--- src/rtl/crfc_pkg.sv ---
// ----------------------------------------------------------------------------
// crfc_pkg
// types and constants shared by the credit rate feedback control unit
// ----------------------------------------------------------------------------
`default_nettype none

package crfc_pkg;

  localparam logic [1:0] OP_OPEN  = 2'd0;
  localparam logic [1:0] OP_ISSUE = 2'd1;
  localparam logic [1:0] OP_DATA  = 2'd2;
  localparam logic [1:0] OP_CLOSE = 2'd3;

  localparam logic [2:0] CFG_MAX_RATE    = 3'd0;
  localparam logic [2:0] CFG_TARGET_LOSS = 3'd1;
  localparam logic [2:0] CFG_MAX_LOSS    = 3'd2;
  localparam logic [2:0] CFG_WEIGHT_MAX  = 3'd3;
  localparam logic [2:0] CFG_WEIGHT_MIN  = 3'd4;

  localparam logic [31:0] MAX_RATE_RST    = 32'd1000000;
  localparam logic [15:0] TARGET_LOSS_RST = 16'd13107;
  localparam logic [15:0] MAX_LOSS_RST    = 16'd32768;
  localparam logic [15:0] WEIGHT_MAX_RST  = 16'd32768;
  localparam logic [15:0] WEIGHT_MIN_RST  = 16'd655;
  localparam logic [15:0] WEIGHT_RST      = 16'd4096;

  localparam logic [16:0] ONE_Q16 = 17'h10000;

  typedef struct packed {
    logic [31:0] max_rate;
    logic [15:0] target_loss;
    logic [15:0] max_loss;
    logic [15:0] weight_max;
    logic [15:0] weight_min;
  } cfg_t;

  typedef struct packed {
    logic [1:0]  opcode;
    logic        in_range;
    logic [3:0]  flow_index;
    logic [15:0] data_seq;
    logic [31:0] now_time;
    logic [31:0] rtt2;
  } item_t;

  typedef struct packed {
    logic [31:0] flow_rate;
    logic [15:0] credit_number;
    logic        flow_known;
    logic        feedback_done;
    logic [15:0] loss_ratio;
  } result_t;

endpackage

`default_nettype wire

--- src/rtl/crfc_queue.sv ---
// ----------------------------------------------------------------------------
// crfc_queue
// two-entry queue between front and back
// ----------------------------------------------------------------------------
`default_nettype none

module crfc_queue (
  input  wire logic        clk,
  input  wire logic        rst,
  input  wire logic        push,
  input  crfc_pkg::item_t  push_item,
  output logic             full,
  input  wire logic        pop,
  output logic             not_empty,
  output crfc_pkg::item_t  head
);
  import crfc_pkg::*;

  item_t       slots [2];
  logic        wr_ptr;
  logic        rd_ptr;
  logic [1:0]  count;

  assign full      = (count == 2'd2);
  assign not_empty = (count != 2'd0);
  assign head      = slots[rd_ptr];

  always_ff @(posedge clk) begin
    if (push) begin
      slots[wr_ptr] <= push_item;
    end
  end

  always_ff @(posedge clk) begin
    if (rst) begin
      wr_ptr <= 1'b0;
      rd_ptr <= 1'b0;
      count  <= 2'd0;
    end else begin
      if (push) begin
        wr_ptr <= ~wr_ptr;
      end
      if (pop) begin
        rd_ptr <= ~rd_ptr;
      end
      count <= count + 2'(push) - 2'(pop);
    end
  end

endmodule

`default_nettype wire

--- config.mk ---
export PLATFORM = sky130hd
export DESIGN_NAME = crfc_queue
export DESIGN_NICKNAME = d
export VERILOG_FILES = /design/src/rtl/crfc_pkg.sv /design/src/rtl/crfc_queue.sv
export SDC_FILE = /design/constraint.sdc
export NUM_CORES = 1
export LEC_CHECK = 0
export BUFFER_PORTS_ARGS = -buffer_cell sky130_fd_sc_hd__buf_2
export CORE_MARGIN = 8
export CORE_UTILIZATION = 40
export CTS_BUF_LIST = sky130_fd_sc_hd__clkbuf_4 sky130_fd_sc_hd__clkbuf_8
export DETAILED_ROUTE_END_ITERATION = 12
export SYNTH_ARGS = -nofsm -noshare
export SYNTH_HDL_FRONTEND = slang
export SYNTH_SLANG_ARGS = --single-unit
--- constraint.sdc ---
create_clock -name clk -period 6.36 [get_ports clk]
set_input_delay 0.636 -clock clk [delete_from_list [all_inputs] [get_ports clk]]
set_output_delay 0.636 -clock clk [all_outputs]
set_load 0.1 [all_outputs]
; ---- Word-level counts from Yosys, hierarchy flattened
; Memory sizes are Yosys's and may differ from the RTL's. A register that Yosys moved wholly into a read port is not among the register bits.
; Index checks and enable logic that the tools add are counted.
; W data, S select, Z words.
[word_totals]
in_bits = 91
ff_bits = 4
n_memories = 1
latchBits = 0
mem_bits_ro = 0
ramBits = 174
out_inout_bits = 89
[op_classes]
n_bitwise = 2
muxes = 4
n_div = 0
mul = 0
n_lt_le_gt_ge = 0
n_eq_ne = 1
reduce_logical = 1
n_addsub = 2
shift = 0
[mem_list]
columns = memory, depth, width, rd, rd_ports_with_merged_regs, wr, line_no
row1 = slots, 2, 87, 1, 1, 1, crfc_queue.sv:19  ; item_t slots [2];
[op_table]
columns = op, n
row1 = $mux W1, 4
row2 = $add A2 B1 Y2, 1
row3 = $eq A2 B2 Y1 const B, 1
row4 = $not A1 Y1, 2
row5 = $reduce_bool A2 Y1, 1
row6 = $sub A2 B1 Y2, 1

; ---- Depth between registers and ports, before layout
[logic_depth]
depth_word = 3
depth_mapped = 6
ltp_nobuf = 6

; ---- Worst setup path before layout
; Ideal clock, no wire load.
[synth_path]
path_kind = input port to flip-flop
startpoint = in push
endpoint = mem slots[0][0] (netlist name) (enable)
t_arrival_ns = 4.433
required_time_ns = 5.816
slack_ns = 1.384
path_stages = 1
setup_ns = 0.544
cell_sequence = nor2b_1
[synth_between]
elab_chain_cells = 2
[synth_rtl]
columns = element, line_no
row1 = start: declaration, crfc_queue.sv:10  ; input wire logic push,
row2 = $mux W1, crfc_queue.sv:29  ; if (push) begin
row3 = $mux W1 (not written as such), crfc_queue.sv:30  ; slots[wr_ptr] <= push_item;
row4 = end: declaration, crfc_queue.sv:19
; No other way between the ends.

==> impl_metrics.env <==
export IMPL_cp_depth=3
export IMPL_clockBufferDepth=2
export IMPL_met2_length_um=6250
export IMPL_slowest_stage="dfxtp_4"
export IMPL_fin_util=0.497
export IMPL_power_density_mw_per_mm2=358
export IMPL_drtAntennaViolNets=0
export IMPL_mostFrequentLayoutCells="buf_2, edfxtp_1, mux2_2, mux2_4, clkbuf_8"
export IMPL_fillCellCount=1383
export IMPL_status="complete, no violations"
export IMPL_maxUsedRoutingLayer="met5"
export IMPL_r2r_cells=2
export IMPL_finalSetupTns_ps=0
export IMPL_rsz0062_at_grt="no"
export IMPL_cts_resized=0
export IMPL_cts_buffers=17
export IMPL_cts_sinks=179
export IMPL_initial_core_util=0.403
export IMPL_multiInputGateArea_sq_mm=0.00121
export IMPL_synth_area_sq_mm=0.00662
export IMPL_cap_viol_max_count=0
export IMPL_antenna_found_initial=1
export IMPL_cp_start_kind="flip-flop"
export IMPL_gp_congestion=0.713
export IMPL_leakagePower_nw=3.11
export IMPL_wl_met3_um=1320
export IMPL_finalCriticalPeriod_ps=3320
export IMPL_finalHoldViolCount=0
export IMPL_die_w_um=145
export IMPL_ys_seq_area_frac=0.805
export IMPL_fp_dieH_um=145
export IMPL_slew_viol_final=0
export IMPL_cpPeakStageDelay_ps=790
export IMPL_critical_path_arrival_ps=2690
export IMPL_crit_type="reg2out"
export IMPL_min_path_cells=1
export IMPL_holdBufCountCts=0
export IMPL_seq_area_sq_mm=0.00533
export IMPL_wirelength_um=13000
export IMPL_die_area_sq_mm=0.0209
export IMPL_clk_latency_ps=440
export IMPL_grt_usage=0.126
export IMPL_coreArea_sq_mm=0.0164
export IMPL_cts_setup_buffers=0
export IMPL_vdd_drop_max_mv=0.192
export IMPL_fmax_ghz=0.301
export IMPL_period_share=0.522
export IMPL_final_common_cell="buf_2"
export IMPL_crit_path_end_kind="primary output"
export IMPL_syn_nets=385
export IMPL_drc_errors=0
export IMPL_viasPerCell=4.57
export IMPL_cp_cell_sequence="buf_4, mux2_2, buf_2"
export IMPL_wl_met1_um=5300
export IMPL_vias=3280
export IMPL_grt_ovfl_total=0
export IMPL_ios=180
export IMPL_setup_viol=0
export IMPL_port_buffers=179
export IMPL_grt_pass1_wl_um=19300
export IMPL_crit_required_ps=5720
export IMPL_synthToLayoutAreaGrowth_pct=23.1
export IMPL_yosys_warnings=0
export IMPL_grt_pass1_vias=3692
export IMPL_root_buffer="clkbuf_8"
export IMPL_firstDrtPassIters=4
export IMPL_drive_above_1_share=0.611
export IMPL_synth_seq_cells=179
export IMPL_crit_family="buffers and inverters"
export IMPL_skew_ps=10.3
export IMPL_synth_distinct_cells=14
export IMPL_synthCells=292
export IMPL_nNetsFinal=577
export IMPL_holdCritPathClass="in2reg"
export IMPL_clk_pin_slew_ps=90
export IMPL_post_drt_wl_per_cell_um=18.2
export IMPL_synth_area_per_cell_sq_um=22.7
export IMPL_h_tree_depth=4
export IMPL_grt_max_degree=51
export IMPL_num_rows=47
export IMPL_worstPathMaxFanout=50
export IMPL_worst_path_buf_inv=2
export IMPL_post_dp_hpwl_um=8890
export IMPL_drt_initial_drc_count=113
export IMPL_maxSlewHeadroom=0.527
export IMPL_worst_pin_slew_ps=709
export IMPL_cts_tree="built"
==> layout make-up <==
| class | count | share of cell area |
|---|---|---|
| diodes | 1 | 0.000307 |
| inverters | 2 | 0.000921 |
| multi-input cells | 101 | 0.149 |
| flip-flops and latches | 179 | 0.654 |
| well taps | 220 | 0.0338 |
| clock inverters | 14 | 0.0198 |
| clock buffers | 17 | 0.0287 |
| repair buffers | 183 | 0.114 |
==> metal layers <==
metal / global-route usage / up-vias
li1: - / 1537
met1: 0.141 / 1606
met2: 0.206 / 121
met3: 0.0614 / 14
met4: 0.0411 / 2
met5: 0 / -
==> through the flow <==
step                instances  area [sq um]  worst slack, ps  hold WS (ps)  total power, mW
floorplan                 292          6620             1380           480             2.06
global placement          685          7750             3420           500             2.17
detailed placement        685          7750             3430           502             2.18
CTS                       716          8150             2920           335             2.96
global route              716          8150             2840           328             3.02
finish                    717          8150             3040           379             2.92
==> worst paths after layout <==
kind | endpoint | from | slack [ps]
worst max register to register | slots[1][17] | wr_ptr | 4310
worst max-delay path | head[46] | flip-flop | 3040
worst min register to register | rd_ptr | rd_ptr | 520
worst min-delay path | slots[0][52] | push_item[52] | 380
==> synth_stat cells, drive strengths merged <==
master,n,area share
and2,1,0.00095
buf,10,0.012
dfxtp,5,0.015
edfxtp,174,0.79
ha,2,0.0038
inv,2,0.0011
mux2,87,0.17
nor2,4,0.0023
nor2b,3,0.0028
or2,1,0.00095
xnor2,2,0.0026
xnor3,1,0.0034
==> logic make-up (layout without fill, tap and decap cells) <==
logic type,count (synthesis),in the layout,synth area share
mux,87,87,0.165
flops,179,179,0.805
fa+ha+maj,2,2,0.00378
other cells,0,1,0
buf+inv,12,216,0.0134
simple gates,9,9,0.00700
xor+xnor,3,3,0.00605
==> report_power, final <==
part	leakage [nW]	switching, mW	internal (mW)
Combinational	1.23	0.589	0.148
Clock	0.205	0.388	0.385
Sequential	1.68	0.0301	1.37
==> flip-flops by register name, summed over array words and instances, names as in the netlist, named ones only <==
name / count
count: 2
wr_ptr: 1
slots: 174
rd_ptr: 1
(Power assumes the default switching activity.)
