### src/rtl/crfc_pkg.sv
// ----------------------------------------------------------------------------
// crfc_pkg
// types and constants shared by the credit rate feedback control unit
// ----------------------------------------------------------------------------
`default_nettype none

package crfc_pkg;

  localparam logic [1:0] OP_OPEN  = 2'd0;
  localparam logic [1:0] OP_ISSUE = 2'd1;
  localparam logic [1:0] OP_DATA  = 2'd2;
  localparam logic [1:0] OP_CLOSE = 2'd3;

  localparam logic [2:0] CFG_MAX_RATE    = 3'd0;
  localparam logic [2:0] CFG_TARGET_LOSS = 3'd1;
  localparam logic [2:0] CFG_MAX_LOSS    = 3'd2;
  localparam logic [2:0] CFG_WEIGHT_MAX  = 3'd3;
  localparam logic [2:0] CFG_WEIGHT_MIN  = 3'd4;

  localparam logic [31:0] MAX_RATE_RST    = 32'd1000000;
  localparam logic [15:0] TARGET_LOSS_RST = 16'd13107;
  localparam logic [15:0] MAX_LOSS_RST    = 16'd32768;
  localparam logic [15:0] WEIGHT_MAX_RST  = 16'd32768;
  localparam logic [15:0] WEIGHT_MIN_RST  = 16'd655;
  localparam logic [15:0] WEIGHT_RST      = 16'd4096;

  localparam logic [16:0] ONE_Q16 = 17'h10000;

  typedef struct packed {
    logic [31:0] max_rate;
    logic [15:0] target_loss;
    logic [15:0] max_loss;
    logic [15:0] weight_max;
    logic [15:0] weight_min;
  } cfg_t;

  typedef struct packed {
    logic [1:0]  opcode;
    logic        in_range;
    logic [3:0]  flow_index;
    logic [15:0] data_seq;
    logic [31:0] now_time;
    logic [31:0] rtt2;
  } item_t;

  typedef struct packed {
    logic [31:0] flow_rate;
    logic [15:0] credit_number;
    logic        flow_known;
    logic        feedback_done;
    logic [15:0] loss_ratio;
  } result_t;

endpackage

`default_nettype wire

### src/rtl/crfc_front.sv
// ----------------------------------------------------------------------------
// crfc_front
// accepts items, checks the slot range and precomputes the doubled delay
// ----------------------------------------------------------------------------
`default_nettype none

module crfc_front #(
  parameter int FLOW_SLOTS = 16
) (
  input  wire logic [1:0]     opcode,
  input  wire logic [3:0]     flow_index,
  input  wire logic [15:0]    data_seq,
  input  wire logic [31:0]    sent_time,
  input  wire logic [31:0]    now_time,
  output crfc_pkg::item_t     item
);
  import crfc_pkg::*;

  logic [31:0] delay;
  logic [32:0] delay2;

  always_comb begin
    delay           = now_time - sent_time;
    delay2          = {delay, 1'b0};
    item.opcode     = opcode;
    item.in_range   = (32'(flow_index) < 32'(FLOW_SLOTS));
    item.flow_index = flow_index;
    item.data_seq   = data_seq;
    item.now_time   = now_time;
    item.rtt2       = delay2[32] ? 32'hFFFF_FFFF : delay2[31:0];
  end

endmodule

`default_nettype wire

### config.mk
export PLATFORM = sky130hd
export DESIGN_NAME = crfc_front
export DESIGN_NICKNAME = d
export VERILOG_FILES = /design/src/rtl/crfc_pkg.sv /design/src/rtl/crfc_front.sv
export SDC_FILE = /design/constraint.sdc
export NUM_CORES = 1
export LEC_CHECK = 0
export BUFFER_PORTS_ARGS = -buffer_cell sky130_fd_sc_hd__buf_2
export CAP_MARGIN = 30
export CORE_ASPECT_RATIO = 1.1
export CORE_MARGIN = 2
export CORE_UTILIZATION = 47
export DETAILED_ROUTE_END_ITERATION = 6
export PLACE_DENSITY = 0.87
export SYNTH_ARGS = -nofsm -noshare
export SYNTH_HDL_FRONTEND = slang
export SYNTH_SLANG_ARGS = --single-unit
### constraint.sdc
create_clock -name vclk -period 5.55
set_input_delay 0.555 -clock vclk [all_inputs]
set_output_delay 0.555 -clock vclk [all_outputs]
set_load 0.02 [all_outputs]
* Word level (Yosys, flattened, before mapping) *
Index checks and enable logic that the tools add are counted.
W data, S select, Z words.

storage, ports and cells
  bits of input ports = 86
  output and inout port bits = 87
  logic and storage cells = 2
  register bits = 0

cells by class
  multiplexer cells = 1
  add/sub/neg operators = 1

operators by type and width
  cell              count
  $mux W32          1
  $sub A32 B32 Y32  1

* Logic depth before layout (Yosys ltp) *
Gate-level depths: netlist of the first run.

  depth after elaboration = 2
  mapped depth = 12
  depth with buffers taken out = 11

* Least setup slack after synthesis of the first run *
OpenSTA, ideal clock, no wires.

  kind = input port to output port
  start = input sent_time[5]
  end = output item[27] in the netlist's numbering
  data required time = 4.995 ns
  path buffers = 0
  setup slack = 2.123 ns
  arrival = 2.872 ns
  stages on the path = 10
  cell sequence = inv_1 -> ha_1 -> a21oi_1 -> a21boi_0 -> o311ai_2 -> a21oi_1 -> nor3_1 -> o21a_1 -> nor3_1 -> o31ai_1

RTL lines
  element          line              text
  start, declared  crfc_front.sv:13  input wire logic [31:0] sent_time,
  end, declared    crfc_front.sv:15  output crfc_pkg::item_t item

==> results of run 1 <==
[per-stage QoR]
step                util (%)  power [mW]  instances  hold WS [ps]
floorplan                  -      0.3446        360          1223
global placement       53.00      0.4203        481          1110
detailed placement     53.00      0.4257        481          1110
CTS                    53.00      0.4269        481          1110
global route           53.00      0.4668        481          1110
finish                 53.00      0.4272        481          1110
[layout by cell type (no fill, tap or decap), types with 2 or more instances in the layout]
cell / count
a211oi_1: 3
a21o_1: 8
a21oi_1: 38
a31oi_1: 2
and3_1: 2
buf_2: 128
ha_1: 31
inv_1: 37
nand2_1: 53
nand2b_1: 5
nand3_1: 3
nand4_1: 6
nor2_1: 13
nor2b_1: 5
nor3_1: 6
nor4_1: 2
o211ai_1: 2
o21a_1: 4
o21ai_0: 16
o21ai_1: 2
o21bai_1: 2
o31a_1: 2
o31ai_1: 4
o41ai_1: 2
or2_2: 2
or3_1: 2
xnor2_1: 14
xor2_1: 12
[final timing paths]
kind | from | to | slack, ps | depth (start not counted)
worst max-delay path | now_time[20] | item[31] | 1370 | 10
worst min-delay path | data_seq[0] | item[64] | 1110 | 0
[cell type report]
class	instances	share of cell area, %
multi-input cells	258	67.18
repair buffers	128	24.67
inverters	37	5.349
well taps	58	2.795
[critical path, cell delays in order]
cell	delay (ps)
buf_2	100
ha_1	420
nand2_1	130
or4_1	580
nor3_2	170
a2111oi_0	130
a311o_2	420
xnor2_4	670
a21bo_2	290
buf_2	150
[power by group through the flow]
stage          combinational [mW]  sequential (mW)  clock, mW
2_1_floorplan               0.345                0          0
3_3_place_gp                0.420                0          0
3_5_place_dp                0.426                0          0
4_1_cts                     0.427                0          0
5_1_grt                     0.467                0          0
6_report                    0.427                0          0
[per-layer routing]
metal	vias up	GRT usage, %	share of wire [%]
li1	1310	-	-
met1	1168	21.60	40
met2	111	39.26	51
met3	22	1.027	6.0
met4	0	6.981	2.7
met5	-	0	0
[kinds of logic (layout without fill, tap and decap cells)]
logic type,Yosys count,after routing,synth area share (%)
simple gates,103,103,20.16
buf+inv,102,165,25.85
compound gates,95,95,25.64
fa+ha+maj,32,32,17.34
xor+xnor,27,27,10.85
other cells,1,1,0.1594
[cells in the mapped netlist, drive strengths merged (3+ instances only)]
cell	n	area [um2]
a211oi	3	22.52
a21o	8	60.06
a21oi	38	190.2
buf	62	457.9
clkbuf	3	11.26
ha	31	387.9
inv	37	138.9
nand2	53	198.9
nand2b	5	31.28
nand3	3	15.01
nand4	6	37.54
nor2	13	48.80
nor2b	5	31.28
nor3	7	40.04
o21a	4	30.03
o21ai	18	90.09
o31ai	4	30.03
o41ai	3	33.79
xnor2	15	150.2
xor2	12	105.1
==> impl_metrics.json, run 1 <==
{
  "clkbuf_count": 0,
  "multi_input_area_mm2": 0.001744,
  "dpl.hpwl_mm": 5.231,
  "grt_max_degree": 33,
  "antenna_cells": 0,
  "dr.first_iter.drc_count": 106,
  "arrival_ps": 3620,
  "post-cts-setup-buffer-count": 0,
  "syn_nets": 478,
  "drc_errors": 0,
  "synth_area_per_cell_um2": 6.534,
  "setup_viol": 0,
  "p_seq_share_pct": 0,
  "pre_cts_ws_ps": 1394,
  "endpoint_kind": "primary output",
  "gp_congestion": 0.9040,
  "p_leak_nw": 1.420,
  "internal_power_mw": 0.1601,
  "fin_nets": 543,
  "hold_viol_final": 0,
  "final_cell_area_mm2": 0.002596,
  "wl_mm": 6.058,
  "core_region_area_mm2": 0.004898,
  "p_sw_share_pct": 62.51,
  "pwr-share-clk_pct": 0,
  "cap_violations": 0,
  "post-route-period-util_pct": 75.28,
  "grt_use_total_pct": 19.79,
  "postLayoutSetupSlackWorst_ps": 1372,
  "area.sequential_um2": 0,
  "vias_per_cell": 5.428,
  "slew_violations": 0,
  "min_period_ps": 4178,
  "crit_fanout": 32,
  "io_pins": 173,
  "layout.sequential_cells": 0,
  "post_cts_resized": 0,
  "hold_buffers": 0,
  "start_util_pct": 48.02,
  "dieArea_mm2": 0.005587,
  "comb_power_share_pct": 100.0,
  "io_buffers": 128,
  "synthesis.area_mm2": 0.002352,
  "crit_type": "in -> out",
  "required_ps": 4990,
  "die_x_um": 71.45,
  "switchingPower_mw": 0.2670,
  "start_kind": "primary input",
  "p_per_area_mw_per_mm2": 164.5,
  "row_count": 27,
  "tns_ps": 0,
  "relSlewSlack_pct": 44.84,
  "syn_to_final_growth_pct": 10.37,
  "place_area_mm2": 0.002596,
  "peakVddDrop_v": 0.00006093,
  "drt-pass1-iter-count": 4,
  "first_global_vias": 2441,
  "drtAntennaViolNets": 0,
  "grt_pass1_wl_mm": 9.577,
  "wl_per_cell_um": 12.59,
  "rsz0062_at_grt": "false",
  "gr-total-overflow": 0,
  "antenna_found_initial": 0,
  "ys_types": 47,
  "max_freq_ghz": 0.2394,
  "outcome": "completed",
  "yosys_warnings": 0,
  "dieHeight_um": 78.20,
  "worst_slew_pin_slew_ps": 827.4,
  "syn-instance-count": 360,
  "hp-class": "in -> out",
  "vias": 2611,
  "ys_seq_area_share_pct": 0,
  "drive_gt1_share_pct": 32.15,
  "fillers": 505
}
No activity file was read; power rests on OpenSTA's default activity.
==> inputs of run 2 (changes only) <==
--- a/config.mk
+++ b/config.mk
@@ -5,13 +5,14 @@
 export SDC_FILE = /design/constraint.sdc
 export NUM_CORES = 1
 export LEC_CHECK = 0
+export ABC_AREA = 1
 export BUFFER_PORTS_ARGS = -buffer_cell sky130_fd_sc_hd__buf_2
 export CAP_MARGIN = 30
 export CORE_ASPECT_RATIO = 1.1
 export CORE_MARGIN = 2
-export CORE_UTILIZATION = 47
+export CORE_UTILIZATION = 48
 export DETAILED_ROUTE_END_ITERATION = 6
-export PLACE_DENSITY = 0.87
+export PLACE_DENSITY = 0.81
 export SYNTH_ARGS = -nofsm -noshare
 export SYNTH_HDL_FRONTEND = slang
 export SYNTH_SLANG_ARGS = --single-unit
==> constraint.sdc (replaced) <==
create_clock -name vclk -period 4.06
set_input_delay 0.406 -clock vclk [all_inputs]
set_output_delay 0.406 -clock vclk [all_outputs]
set_load 0.02 [all_outputs]
==> run 2 against run 1 <==
- power is 45% higher
- cell area is 35% higher
- first-iteration DRC count is 2.8% lower
- largest power group unchanged
==> impl_metrics.json, run 2 <==
{
  "outcome": "completed",
  "dpl.hpwl_mm": 7.196,
  "cp_cell_sequence": "buf_2 -> inv_1 -> ha_1 -> nand2_1 -> nor2_1 -> nand2_1 -> nor2_1 -> nand2_2 -> nand2_1 -> nand2_2 -> nand2_4 -> nand2_1 -> buf_2",
  "final_cell_area_mm2": 0.003492,
  "grt_pass1_wl_mm": 13.42,
  "fillers": 728,
  "dieHeight_um": 89.81,
  "cap_violations": 0,
  "start_util_pct": 49.31,
  "post_cts_resized": 0,
  "synthTopCellsByCount": "243 x nand2_1, 160 x inv_1, 55 x buf_4, 36 x nor2_1, 32 x nand3_1",
  "whs_path_depth": 0,
  "hp-class": "in -> out",
  "comb_power_share_pct": 100.0,
  "peakVddDrop_v": 0.0001055,
  "synth_area_leaders": "nand2_1 28%, inv_1 19%, buf_4 13%, ha_1 12%, nand3_1 5.0%",
  "rsz0062_at_grt": "false",
  "clkbuf_count": 0,
  "ys_types": 26,
  "synthSimpleGateAreaFrac_pct": 46.03,
  "wl_per_cell_um": 10.07,
  "synth_area_per_cell_um2": 5.005,
  "critPathMaxStageDelay_ps": 400,
  "hold_end": "item[68]",
  "endpoint_kind": "primary output",
  "antenna_found_initial": 0,
  "final_cell_mix": "243 x nand2_1, 160 x inv_1, 128 x buf_2",
  "yosysMostFrequentCell": "nand2_1",
  "io_pins": 173,
  "hold_buffers": 0,
  "min_period_ps": 2797,
  "dr.first_iter.drc_count": 103,
  "syn_to_final_growth_pct": 8.684,
  "path_delay_family": "simple AND/OR/NAND/NOR gates",
  "multi_input_area_mm2": 0.002145,
  "fin_nets": 832,
  "place_area_mm2": 0.003492,
  "internal_power_mw": 0.2170,
  "layout.sequential_cells": 0,
  "area.sequential_um2": 0,
  "switchingPower_mw": 0.4023,
  "gr-total-overflow": 0,
  "crit_fanout": 32,
  "vias_per_cell": 4.549,
  "drt-pass1-iter-count": 4,
  "p_sw_share_pct": 64.96,
  "post-cts-setup-buffer-count": 0,
  "drc_errors": 0,
  "p_leak_nw": 2.481,
  "layout_commonest_cell": "nand2_1",
  "start_kind": "primary input",
  "min_from": "data_seq[4]",
  "post-route-period-util_pct": 68.90,
  "core_region_area_mm2": 0.006516,
  "arrival_ps": 2390,
  "antenna_cells": 0,
  "total_power_mw": 0.6194,
  "tns_ps": 0,
  "synth-compound-area-share_pct": 3.816,
  "setup_viol": 0,
  "syn_nets": 760,
  "ys_seq_area_share_pct": 0,
  "crit_type": "in -> out",
  "drive_gt1_share_pct": 21.63,
  "p_per_area_mw_per_mm2": 177.4,
  "grt_max_degree": 33,
  "drtAntennaViolNets": 0,
  "path_buf_inv": 3,
  "synth_top_family_by_area": "simple AND/OR/NAND/NOR gates",
  "synth_adder_area_share_pct": 12.69,
  "synth_xor_area_share_pct": 4.089,
  "worst_path_most_repeated_cell": "nand2_1",
  "synth_area_leader_cell": "nand2_1",
  "required_ps": 3650,
  "wl_mm": 7.992,
  "synthesis.area_mm2": 0.003213,
  "syn-instance-count": 642,
  "dieArea_mm2": 0.007365,
  "hold_viol_final": 0,
  "p_seq_share_pct": 0,
  "crit_slowest_cell": "ha_1",
  "row_count": 31,
  "gp_congestion": 0.9632,
  "yosys_warnings": 0,
  "synth_top_area_share_pct": 28.39,
  "grt_use_total_pct": 21.53,
  "io_buffers": 128,
  "slew_violations": 0,
  "startpoint": "sent_time[22]",
  "vias": 3612,
  "max_freq_ghz": 0.3575,
  "first_global_vias": 3323,
  "pwr-share-clk_pct": 0,
  "die_x_um": 82.01,
  "synthMuxAreaShare_pct": 0
}
==> run 2: worst max path at each step <==
| stage | end | slack [ps] | cells after the start |
|---|---|---|---|
| 2_1_floorplan | item[19] | 1780 | 12 |
| 3_3_place_gp | item[27] | 1290 | 14 |
| 3_5_place_dp | item[27] | 1240 | 13 |
| 4_1_cts | item[27] | 1220 | 14 |
| 5_1_grt | item[27] | 1080 | 13 |
| 6_report | item[27] | 1260 | 13 |
==> run 2: per-layer routing <==
metal  up-vias  track usage, %  part of all wire [%]
li1       1962               -                     -
met1      1518           25.20                    41
met2       117           41.19                    50
met3        15          0.5020                   6.2
met4         0           5.833                   2.5
met5         -               0                     0
==> run 2: final cells by class <==
cell class / instances / share of cell area [%]
Timing Repair Buffer: 128 / 18.34
Multi-Input combinational cell: 423 / 61.41
Tap cell: 82 / 2.938
Inverter: 161 / 17.31
==> run 2: per-stage QoR <==
stage	util, %	setup WS (ps)	cells	hold WS (ps)
finish	53.59	1263	794	812.0
global route	53.59	1081	794	812.0
CTS	53.59	1224	794	812.1
detailed placement	53.59	1240	794	812.1
global placement	53.59	1288	794	812.1
floorplan	-	1777	642	924.6
==> run 2: kinds of logic after synthesis <==
logic type | count (synthesis)
and+or+nand+nor | 352
buffers and inverters | 219
xor gates and xnor gates | 15
other | 1
adders and majority gates | 32
AOI/OAI and AO/OA | 23
==> run 2: power by group through the flow <==
stage / clock [mW] / combinational, mW / sequential [mW]
finish: 0 / 0.619 / 0
global placement: 0 / 0.613 / 0
CTS: 0 / 0.625 / 0
global route: 0 / 0.697 / 0
floorplan: 0 / 0.515 / 0
detailed placement: 0 / 0.622 / 0
