$ cat config.mk
export PLATFORM = sky130hd
export DESIGN_NAME = crfc_back
export DESIGN_NICKNAME = d
export VERILOG_FILES = /design/src/rtl/crfc_pkg.sv /design/src/rtl/crfc_back.sv
export SDC_FILE = /design/constraint.sdc
export NUM_CORES = 2
export LEC_CHECK = 0
export BUFFER_PORTS_ARGS = -buffer_cell sky130_fd_sc_hd__buf_4
export CAP_MARGIN = 20
export CORE_MARGIN = 2
export CORE_UTILIZATION = 40
export CTS_CLUSTER_DIAMETER = 100
export DETAILED_ROUTE_END_ITERATION = 6
export PLACE_DENSITY = 0.59
export SLEW_MARGIN = 15
export SYNTH_ARGS = -nofsm -noshare
export SYNTH_HDL_FRONTEND = slang
export SYNTH_SLANG_ARGS = --single-unit
$ cat constraint.sdc
create_clock -name clk -period 28.1 [get_ports clk]
set_input_delay 5.62 -clock clk [delete_from_list [all_inputs] [get_ports clk]]
set_output_delay 5.62 -clock clk [all_outputs]
set_load 0.02 [all_outputs]
$ cat src/rtl/crfc_pkg.sv
// ----------------------------------------------------------------------------
// crfc_pkg
// types and constants shared by the credit rate feedback control unit
// ----------------------------------------------------------------------------
`default_nettype none

package crfc_pkg;

  localparam logic [1:0] OP_OPEN  = 2'd0;
  localparam logic [1:0] OP_ISSUE = 2'd1;
  localparam logic [1:0] OP_DATA  = 2'd2;
  localparam logic [1:0] OP_CLOSE = 2'd3;

  localparam logic [2:0] CFG_MAX_RATE    = 3'd0;
  localparam logic [2:0] CFG_TARGET_LOSS = 3'd1;
  localparam logic [2:0] CFG_MAX_LOSS    = 3'd2;
  localparam logic [2:0] CFG_WEIGHT_MAX  = 3'd3;
  localparam logic [2:0] CFG_WEIGHT_MIN  = 3'd4;

  localparam logic [31:0] MAX_RATE_RST    = 32'd1000000;
  localparam logic [15:0] TARGET_LOSS_RST = 16'd13107;
  localparam logic [15:0] MAX_LOSS_RST    = 16'd32768;
  localparam logic [15:0] WEIGHT_MAX_RST  = 16'd32768;
  localparam logic [15:0] WEIGHT_MIN_RST  = 16'd655;
  localparam logic [15:0] WEIGHT_RST      = 16'd4096;

  localparam logic [16:0] ONE_Q16 = 17'h10000;

  typedef struct packed {
    logic [31:0] max_rate;
    logic [15:0] target_loss;
    logic [15:0] max_loss;
    logic [15:0] weight_max;
    logic [15:0] weight_min;
  } cfg_t;

  typedef struct packed {
    logic [1:0]  opcode;
    logic        in_range;
    logic [3:0]  flow_index;
    logic [15:0] data_seq;
    logic [31:0] now_time;
    logic [31:0] rtt2;
  } item_t;

  typedef struct packed {
    logic [31:0] flow_rate;
    logic [15:0] credit_number;
    logic        flow_known;
    logic        feedback_done;
    logic [15:0] loss_ratio;
  } result_t;

endpackage

`default_nettype wire

$ cat src/rtl/crfc_back.sv
// ----------------------------------------------------------------------------
// crfc_back
// per-flow state, loss ratio divider and rate update sequencer
// ----------------------------------------------------------------------------
`default_nettype none

module crfc_back #(
  parameter int FLOW_SLOTS = 16,
  parameter int SEQ_BITS   = 16
) (
  input  wire logic          clk,
  input  wire logic          rst,
  input  crfc_pkg::cfg_t     cfg,
  input  wire logic          q_valid,
  input  crfc_pkg::item_t    q_item,
  output logic               q_pop,
  output logic               out_valid,
  input  wire logic          out_ready,
  output crfc_pkg::result_t  out_res
);
  import crfc_pkg::*;

  localparam int SLOT_BITS = (FLOW_SLOTS > 1) ? $clog2(FLOW_SLOTS) : 1;
  localparam int LW        = (SEQ_BITS + 1 > 17) ? SEQ_BITS + 1 : 17;

  localparam logic [3:0] S_IDLE = 4'd0;
  localparam logic [3:0] S_EXEC = 4'd1;
  localparam logic [3:0] S_DIV  = 4'd2;
  localparam logic [3:0] S_FB0  = 4'd3;
  localparam logic [3:0] S_FB1  = 4'd4;
  localparam logic [3:0] S_FB2  = 4'd5;
  localparam logic [3:0] S_FB3  = 4'd6;
  localparam logic [3:0] S_FB4  = 4'd7;
  localparam logic [3:0] S_OUT  = 4'd8;

  typedef struct packed {
    logic [31:0]         rate;
    logic [SEQ_BITS-1:0] ccount;
    logic [SEQ_BITS-1:0] last_seq;
    logic [15:0]         pkts;
    logic [31:0]         rtt;
    logic [31:0]         lft;
  } row_t;

  row_t                  mem [FLOW_SLOTS];
  logic [FLOW_SLOTS-1:0] flow_valid;
  logic [3:0]            state;
  item_t                 cur;
  row_t                  row;
  logic                  known;
  result_t               res;
  logic [15:0]           weight;
  logic                  prev_inc;
  logic                  inc;
  logic [15:0]           lcap;
  logic [LW:0]           rem;
  logic [LW-1:0]         dvs;
  logic [15:0]           quo;
  logic [3:0]            step;
  logic [49:0]           prod;
  logic [49:0]           acc;
  logic [32:0]           boost;

  logic [SLOT_BITS-1:0]  addr;
  logic [SEQ_BITS-1:0]   seq_m;
  logic [31:0]           elapsed;
  logic [LW-1:0]         tot;
  logic [LW-1:0]         pk_w;
  logic                  fb_ok;
  logic [16:0]           gain;
  logic [32:0]           mul_a;
  logic [16:0]           mul_b;
  logic [LW:0]           rem2;
  logic [50:0]           sum;
  logic [31:0]           fb_rate;
  logic                  wr_en;
  row_t                  wr_row;
  logic                  set_valid;
  logic                  clr_valid;
  logic                  go_div;
  result_t               ex_res;

  assign addr    = SLOT_BITS'(cur.flow_index);
  assign seq_m   = SEQ_BITS'(cur.data_seq);
  assign elapsed = cur.now_time - row.lft;
  assign tot     = LW'(seq_m) - LW'(row.last_seq) + LW'(1);
  assign pk_w    = LW'(row.pkts);
  assign fb_ok   = (seq_m >= row.last_seq) && (tot >= pk_w);
  assign gain    = ONE_Q16 + 17'(cfg.target_loss);
  assign rem2    = {rem[LW-1:0], 1'b0};
  assign sum     = 51'(acc) + 51'(prod);
  assign q_pop   = (state == S_IDLE) && q_valid;

  always_comb begin
    unique case (state)
      S_FB1: begin
        mul_a = inc ? {1'b0, cfg.max_rate} : {1'b0, row.rate};
        mul_b = inc ? gain : ONE_Q16 - 17'(lcap);
      end
      S_FB2: begin
        mul_a = inc ? {1'b0, row.rate} : prod[48:16];
        mul_b = inc ? ONE_Q16 - 17'(weight) : gain;
      end
      default: begin
        mul_a = boost;
        mul_b = 17'(weight);
      end
    endcase
    if (state == S_FB3) begin
      fb_rate = (prod[49:48] != 2'b00) ? 32'hFFFF_FFFF : prod[47:16];
    end else begin
      fb_rate = (sum[50:48] != 3'b000) ? 32'hFFFF_FFFF : sum[47:16];
    end
  end

  always_comb begin
    wr_en     = 1'b0;
    wr_row    = row;
    set_valid = 1'b0;
    clr_valid = 1'b0;
    go_div    = 1'b0;
    ex_res    = '0;
    ex_res.flow_known = known;
    if (state == S_EXEC) begin
      if (cur.opcode == OP_OPEN && cur.in_range) begin
        wr_en           = 1'b1;
        set_valid       = 1'b1;
        wr_row.rate     = {5'd0, cfg.max_rate[31:5]};
        wr_row.ccount   = '0;
        wr_row.last_seq = '0;
        wr_row.pkts     = 16'd1;
        wr_row.rtt      = cur.rtt2;
        wr_row.lft      = cur.now_time;
        ex_res.flow_rate = {5'd0, cfg.max_rate[31:5]};
      end else if (known) begin
        ex_res.flow_rate = row.rate;
        unique case (cur.opcode)
          OP_ISSUE: begin
            ex_res.credit_number = 16'(row.ccount);
            wr_row.ccount = row.ccount + SEQ_BITS'(1);
            wr_en = 1'b1;
          end
          OP_DATA: begin
            if (seq_m < row.ccount) begin
              if (elapsed < row.rtt) begin
                if (row.pkts != 16'hFFFF) begin
                  wr_row.pkts = row.pkts + 16'd1;
                end
                wr_en = 1'b1;
              end else if (fb_ok) begin
                go_div = 1'b1;
              end else begin
                wr_row.last_seq = seq_m;
                wr_row.pkts     = 16'd1;
                wr_en           = 1'b1;
              end
            end
          end
          OP_CLOSE: begin
            clr_valid = 1'b1;
          end
          default: begin
          end
        endcase
      end
    end else if ((state == S_FB3 && !inc) || state == S_FB4) begin
      wr_en           = 1'b1;
      wr_row.rate     = fb_rate;
      wr_row.rtt      = cur.rtt2;
      wr_row.lft      = cur.now_time;
      wr_row.last_seq = seq_m;
      wr_row.pkts     = 16'd1;
    end
  end

  always_ff @(posedge clk) begin
    if (wr_en) begin
      mem[addr] <= wr_row;
    end
    if (q_pop) begin
      row <= mem[SLOT_BITS'(q_item.flow_index)];
    end
  end

  always_ff @(posedge clk) begin
    if (q_pop) begin
      cur <= q_item;
    end
    prod <= mul_a * mul_b;
  end

  always_ff @(posedge clk) begin
    if (rst) begin
      state      <= S_IDLE;
      flow_valid <= '0;
      weight     <= WEIGHT_RST;
      prev_inc   <= 1'b0;
      out_valid  <= 1'b0;
      known      <= 1'b0;
    end else begin
      if (state == S_OUT && (!out_valid || out_ready)) begin
        out_valid <= 1'b1;
      end else if (out_ready) begin
        out_valid <= 1'b0;
      end
      if (set_valid) begin
        flow_valid[addr] <= 1'b1;
      end
      if (clr_valid) begin
        flow_valid[addr] <= 1'b0;
      end
      unique case (state)
        S_IDLE: begin
          if (q_valid) begin
            known <= q_item.in_range && flow_valid[SLOT_BITS'(q_item.flow_index)];
            state <= S_EXEC;
          end
        end
        S_EXEC: begin
          res <= ex_res;
          if (go_div) begin
            dvs  <= tot;
            rem  <= (LW + 1)'(tot - pk_w);
            quo  <= 16'hFFFF;
            step <= 4'd15;
            if (tot - pk_w >= tot) begin
              state <= S_FB0;
            end else begin
              state <= S_DIV;
            end
          end else begin
            state <= S_OUT;
          end
        end
        S_DIV: begin
          if (rem2 >= {1'b0, dvs}) begin
            rem <= rem2 - {1'b0, dvs};
            quo <= {quo[14:0], 1'b1};
          end else begin
            rem <= rem2;
            quo <= {quo[14:0], 1'b0};
          end
          step <= step - 4'd1;
          if (step == 4'd0) begin
            state <= S_FB0;
          end
        end
        S_FB0: begin
          if (quo <= cfg.target_loss) begin
            inc <= 1'b1;
            if (prev_inc) begin
              weight <= 16'((17'(weight) + 17'(cfg.weight_max)) >> 1);
            end
            prev_inc <= 1'b1;
          end else begin
            inc      <= 1'b0;
            lcap     <= (quo <= cfg.max_loss) ? quo : cfg.max_loss;
            weight   <= ((weight >> 1) > cfg.weight_min) ? (weight >> 1) : cfg.weight_min;
            prev_inc <= 1'b0;
          end
          state <= S_FB1;
        end
        S_FB1: begin
          state <= S_FB2;
        end
        S_FB2: begin
          boost <= prod[48:16];
          state <= S_FB3;
        end
        S_FB3: begin
          acc <= prod;
          if (!inc) begin
            res.flow_rate     <= fb_rate;
            res.feedback_done <= 1'b1;
            res.loss_ratio    <= quo;
            state             <= S_OUT;
          end else begin
            state <= S_FB4;
          end
        end
        S_FB4: begin
          res.flow_rate     <= fb_rate;
          res.feedback_done <= 1'b1;
          res.loss_ratio    <= quo;
          state             <= S_OUT;
        end
        S_OUT: begin
          if (!out_valid || out_ready) begin
            state <= S_IDLE;
          end
        end
        default: begin
          state <= S_IDLE;
        end
      endcase
    end
  end

  always_ff @(posedge clk) begin
    if (state == S_OUT && (!out_valid || out_ready)) begin
      out_res <= res;
    end
  end

endmodule

`default_nettype wire

# Yosys cells after proc, flatten, opt, wreduce, memory -nomap -nowiden
# Memory sizes are Yosys's and may differ from the RTL's. A register that Yosys moved wholly into a read port is not among the register bits.
# Cells that the tools add are included.
[word_totals]
word_cells = 199
input_bits = 187
register_bits = 462
ramBits = 2304
mem_count = 1
[memory_table]
columns = ["memory", "words", "word_bits", "rd", "rd_clocked_by_memory_dff", "wr", "line", "rtl"]
rows = [
  ["mem", 16, 144, 1, 1, 1, "crfc_back.sv:45", "row_t mem [FLOW_SLOTS];"],
]
[classes]
multipliers = 1
n_mux = 84
n_bitwise = 7
n_addsub = 14
n_reduce_logical = 31
n_lt_le_gt_ge = 12
n_eq_ne = 18
[ops]
columns = ["cell", "count"]
rows = [
  ["two-way mux 32 bit", 12],
  ["two-way mux 16 bit", 14],
  ["two-way mux 96 bit", 2],
  ["two-way mux 48 bit", 3],
  ["one-hot mux 32 bit (3 select lines)", 1],
  ["two-way mux 17 bit", 5],
  ["one-hot mux 17 bit (2 select lines)", 2],
  ["one-hot mux 33 bit (2 select lines)", 1],
  ["two-way mux 64 bit", 1],
  ["adder 50 x 50 -> 51 bit", 1],
  ["one-hot mux 17 bit (3 select lines)", 1],
  ["multiplier 33 x 17 -> 50 bit", 1],
  ["one-hot mux 4 bit (9 select lines)", 1],
  ["subtractor 17 x 16 -> 17 bit", 2],
  ["subtractor 17 x 16 -> 17 bit (first input constant)", 2],
  ["two-way mux 33 bit", 1],
  ["adder 16 x 1 -> 16 bit (second input constant)", 2],
  ["less-or-equal comparator 16 bit", 2],
  ["less-than comparator 32 bit", 1],
  ["one-hot mux 16 bit (2 select lines)", 1],
  ["subtractor 32 bit", 1],
  ["two-way mux 1 bit", 29],
  ["two-way mux 4 bit", 6],
  [">= comparator 18 x 17 -> 1 bit", 1],
  ["other kinds (39)", 74],
]

# Depth between registers and ports, before layout
[depth]
word_depth = 13
ltp_mapped = 35
depth_no_buf = 34

# Worst setup path before layout
# Ideal clock, no wire load.
[synth_timing]
kind = "input to output"
start = "input port q_valid"
end = "output port q_pop"
path_slack_ps = 11401
required_time_ps = 22480
path_stages = 1
arrival_ps = 11079
path_cell_list = "and3_1"
[synth_via]
elab_chain_len = 1
[synth_lines]
columns = ["item", "line", "rtl"]
rows = [
  ["start, declared", "crfc_back.sv:14", "input wire logic q_valid,"],
  ["logical AND 1 bit", "crfc_back.sv:92", "assign q_pop = (state == S_IDLE) && q_valid;"],
  ["end, declared", "crfc_back.sv:16", "output logic q_pop,"],
]
# No other way between the ends.

# Worst setup path in the final report
[layout_timing]
start = "input port cfg[53] (netlist bit)"
end = "register prod[49]"
[layout_via]
elab_chain_len = 4
elab_cells_between_ends = 5
[layout_lines]
columns = ["item", "line", "rtl"]
rows = [
  ["start, declared", "crfc_back.sv:13", "input crfc_pkg::cfg_t cfg,"],
  ["adder 17 x 16 -> 17 bit *", "crfc_back.sv:89", "assign gain = ONE_Q16 + 17'(cfg.target_loss);"],
  ["two-way mux 17 bit (on tied branches)", "crfc_back.sv:102, crfc_back.sv:98", ""],
  ["one-hot mux 17 bit (2 select lines) *", "crfc_back.sv:95", "unique case (state)"],
  ["multiplier 33 x 17 -> 50 bit *", "crfc_back.sv:189", "prod <= mul_a * mul_b;"],
  ["end signal, assigned", "crfc_back.sv:189", ""],
  ["end, declared", "crfc_back.sv:60", "logic [49:0] prod;"],
]
# Mark *: on every way between the ends. The rest lies on a longest branch, timed or not.
# A chain may end at the register's enable or synchronous reset.

==> out/qor.csv <==
stage;metric;value;unit
clocking;root_buffer;clkbuf_16;
grt;overflow;0;
setup_path;critPathMaxStageDelay;570;ps
detailed_routing;num_vias;77600;
synthesis;seq_area_frac_synth;62.6;%
power_and_ir_drop;clkPwrFrac;40.6;%
synthesis;syn_area;138000;um^2
clocking;clock-sinks;2910;
floorplan;core-area;344000;um^2
sta;period_minus_slack;12920;ps
grt;grt_pass1_wl;543000;um
floorplan;ioPinCount;255;
synthesis;post_synth.cell_area_avg;16.2;um^2
power_and_ir_drop;vdd_ir_drop_max;53.5;uV
synthesis;syn-instance-count;8552;
setup_path;crit_type;in2reg;
detailed_routing;vias_per_cell;5.61;
sta;hold_viol;0;
job;cap_violations;0;
setup_path;worstPathRequired;28900;ps
power_and_ir_drop;switching_share;23.8;%
power_and_ir_drop;p_leak;0.0560;uW
sta;fin_crit_sh;46.0;%
clocking;h-tree-depth;5;
synthesis;ys_ff_latch;2910;
synthesis;ys_warn_count;0;
clocking;numCtsBuffers;319;
sta;slew_violations;0;
setup_path;cp.arrival;13720;ps
cells_and_area;synthToLayoutAreaGrowth;13.6;%
detailed_routing;drc_errors;3;
synthesis;syn_nets;9619;
sta;skew;53.6;ps
clocking;path_clk_slew;50;ps
grt;grt_usage;21.0;%
power_and_ir_drop;p_seq_share;49.6;%
detailed_routing;avgRoutedWirePerCell;26.7;um
detailed_routing;dr.pass1.iters;7;
status;violations;DRC;
min_path;hold_path.class;reg2reg;
status;outcome;finished, violations left;
floorplan;initial_core_util;40.2;%
floorplan;num_rows;215;
cells_and_area;mostFrequentLayoutCell;edfxtp_1;
clocking;clock_latency;930;ps
grt;met1_usage;29.5;%
grt;gr-usage-met3;3.41;%
grt;top_usage_layer;met2;
synthesis;synth_async_sr_flop_share;0;%
detailed_routing;drtAntennaViolNets;0;
floorplan;dieArea;350000;um^2
synthesis;synth_ff_type;edfxtp_1;
clocking;cts_resized;0;
setup_path;cpLargestDelayFamily;adder cells;
floorplan;die_height;592;um
sta;setup_viol;0;
sta;holdWs;417;ps
power_and_ir_drop;combPwrFrac;9.8;%
setup_path;worstPathMaxFanout;18;
power_and_ir_drop;power.switching;2400;uW
setup_path;worst-path-buf-inv;10;
detailed_routing;drt_iter0_markers;7525;
sta;rsz0062_at_grt;no;
sta;fin_setup_tns;0;ps
grt;grt_start_max_net_pins;119;
power_and_ir_drop;p_int;7700;uW
placed_design;post-dp-hpwl;226000;um
floorplan;die_x;592;um
synthesis;synth_cell_type_count;79;
grt;grt_pass1_vias;80200;
setup_path;crit_path_start_kind;primary input;
cells_and_area;final_cell_mix;2821 x edfxtp_1, 856 x inv_1, 709 x mux4_2, 644 x nand2_1, 476 x fa_1;
setup_path;worstSetupEndpointType;flop;
detailed_routing;wirelength;369000;um
placed_design;gp_congestion;0.914;
sta;slew_headroom;24.5;%
grt;use_met2;33.6;%
synthesis;synth_edf_count;2821;
cells_and_area;final_nets;10100;
setup_path;slowest_stage;nor2_1;
clocking;postCtsSetupBuffers;0;
placed_design;port_buffers;254;
clocking;hold_buffers;0;
clocking;cts_buffer_depth;4;
power_and_ir_drop;power_density;64.4;nW/um^2
clocking;cts_tree;done;
cells_and_area;drive_above_1_share;19.2;%
sta;fmax;77.4;MHz
sta;tightest_slew;1130;ps
grt;grt_antenna_before_repair;24;
## layer usage
metal,vias to the layer above,share of wire [%],wire length [um]
met2,2959,47,173000
met5,-,0.031,114
li1,33200,-,-
met4,20,3.2,11800
met3,648,7.6,28100
met1,40700,42,156000
## Yosys cell counts, types with 10 or more instances
| master | n | share of area (%) |
|---|---|---|
| a211o_1 | 11 | 0.070 |
| a211oi_1 | 69 | 0.37 |
| a21o_1 | 85 | 0.46 |
| a21oi_1 | 226 | 0.82 |
| a221oi_1 | 13 | 0.082 |
| a22o_1 | 25 | 0.16 |
| a22oi_1 | 59 | 0.32 |
| a31oi_1 | 38 | 0.17 |
| and2_1 | 119 | 0.54 |
| and3_1 | 23 | 0.10 |
| buf_1 | 66 | 0.18 |
| clkbuf_1 | 294 | 0.80 |
| dfxtp_1 | 89 | 1.3 |
| edfxtp_1 | 2821 | 61 |
| fa_1 | 476 | 6.9 |
| ha_1 | 404 | 3.7 |
| inv_1 | 856 | 2.3 |
| mux2_2 | 30 | 0.24 |
| mux2i_1 | 100 | 0.72 |
| mux4_2 | 709 | 12 |
| nand2_1 | 645 | 1.8 |
| nand2b_1 | 63 | 0.29 |
| nand3_1 | 58 | 0.21 |
| nand4_1 | 42 | 0.19 |
| nor2_1 | 269 | 0.73 |
| nor2b_1 | 92 | 0.42 |
| nor3_1 | 81 | 0.29 |
| nor4_1 | 10 | 0.045 |
| o211ai_1 | 16 | 0.087 |
| o21a_1 | 34 | 0.18 |
| o21ai_0 | 253 | 0.92 |
| o21ai_1 | 27 | 0.098 |
| o21bai_1 | 23 | 0.12 |
| o22a_1 | 35 | 0.22 |
| o22ai_1 | 23 | 0.10 |
| o31a_1 | 10 | 0.063 |
| o31ai_1 | 26 | 0.14 |
| or2_2 | 10 | 0.045 |
| or3_1 | 17 | 0.077 |
| xnor2_1 | 129 | 0.82 |
| xor2_1 | 59 | 0.37 |
## worst paths after layout
path	startpoint	to	slack (ps)	cells after the start
worst min-delay path	res[46]$_DFFE_PP_	out_res[46]$_DFFE_PP_	420	0
worst min register to register	res[46]$_DFFE_PP_	out_res[46]$_DFFE_PP_	420	0
worst max register to register	lcap[5]$_DFFE_PP_	prod[44]$_DFF_P_	18340	34
worst max-delay path	cfg[53]	prod[49]$_DFF_P_	15180	32
## logic make-up after synthesis
logic type | Yosys count | share of synthesized area [%]
adders and majority gates | 880 | 10.6
muxes | 839 | 12.5
DFF | 2910 | 62.6
and+or+nand+nor | 1459 | 4.87
buffers and inverters | 1223 | 3.33
AOI/OAI and AO/OA | 1053 | 4.94
xor gates and xnor gates | 188 | 1.19
## worst register-to-register path: cells and delay by family (launching register included)
family | cells | cell delay, ps
XOR/XNOR | 2 | 270
AND/OR/NAND/NOR | 9 | 2220
buffers and inverters | 6 | 960
adder cells (fa/ha/maj) | 7 | 3330
flip-flops | 1 | 420
AO/OA/AOI/OAI | 10 | 2430
## state kept, by name (all words and copies together), names as in the netlist, 4 cells and up
name and cells:
mem 2304, row 128, cur 67, out_res 66
res 66, acc 50, prod 50, boost 33
dvs 17, rem 17, flow_valid 16, lcap 16
pk_w 16, quo 16, seq_m 16, weight 16
addr 4, state 4, step 4
## cell type report
class,instances,area (um^2)
Antenna cell,7,17.5
Tap cell,4557,5700
Sequential cell,2910,86500
Fill cell,29500,187000
Multi-Input combinational cell,4419,47400
Inverter,858,3220
Timing Repair Buffer,505,3960
Clock buffer,403,8430
Clock inverter,178,1720
## power groups by stage
stage | Sequential (uW) | Clock, uW | Combinational, uW
3_5_place_dp | 5100 | 0 | 984
2_1_floorplan | 5100 | 0 | 623
6_report | 5010 | 4100 | 988
3_3_place_gp | 5100 | 0 | 943
5_1_grt | 5020 | 4340 | 1080
4_1_cts | 5010 | 4180 | 990
## per-stage QoR
step / std cells / instance area (um^2) / power [uW] / setup slack [ps] / util (%)
final: 13800 / 157000 / 10100 / 15180 / 45.7
after floorplan: 8552 / 138000 / 5720 / 11400 / -
after global placement: 13200 / 147000 / 6040 / 14400 / 42.7
after CTS: 13800 / 157000 / 10200 / 15340 / 45.6
after global routing: 13800 / 157000 / 10400 / 14680 / 45.7
after detailed placement: 13200 / 147000 / 6090 / 14410 / 42.7
(Power assumes the default switching activity.)
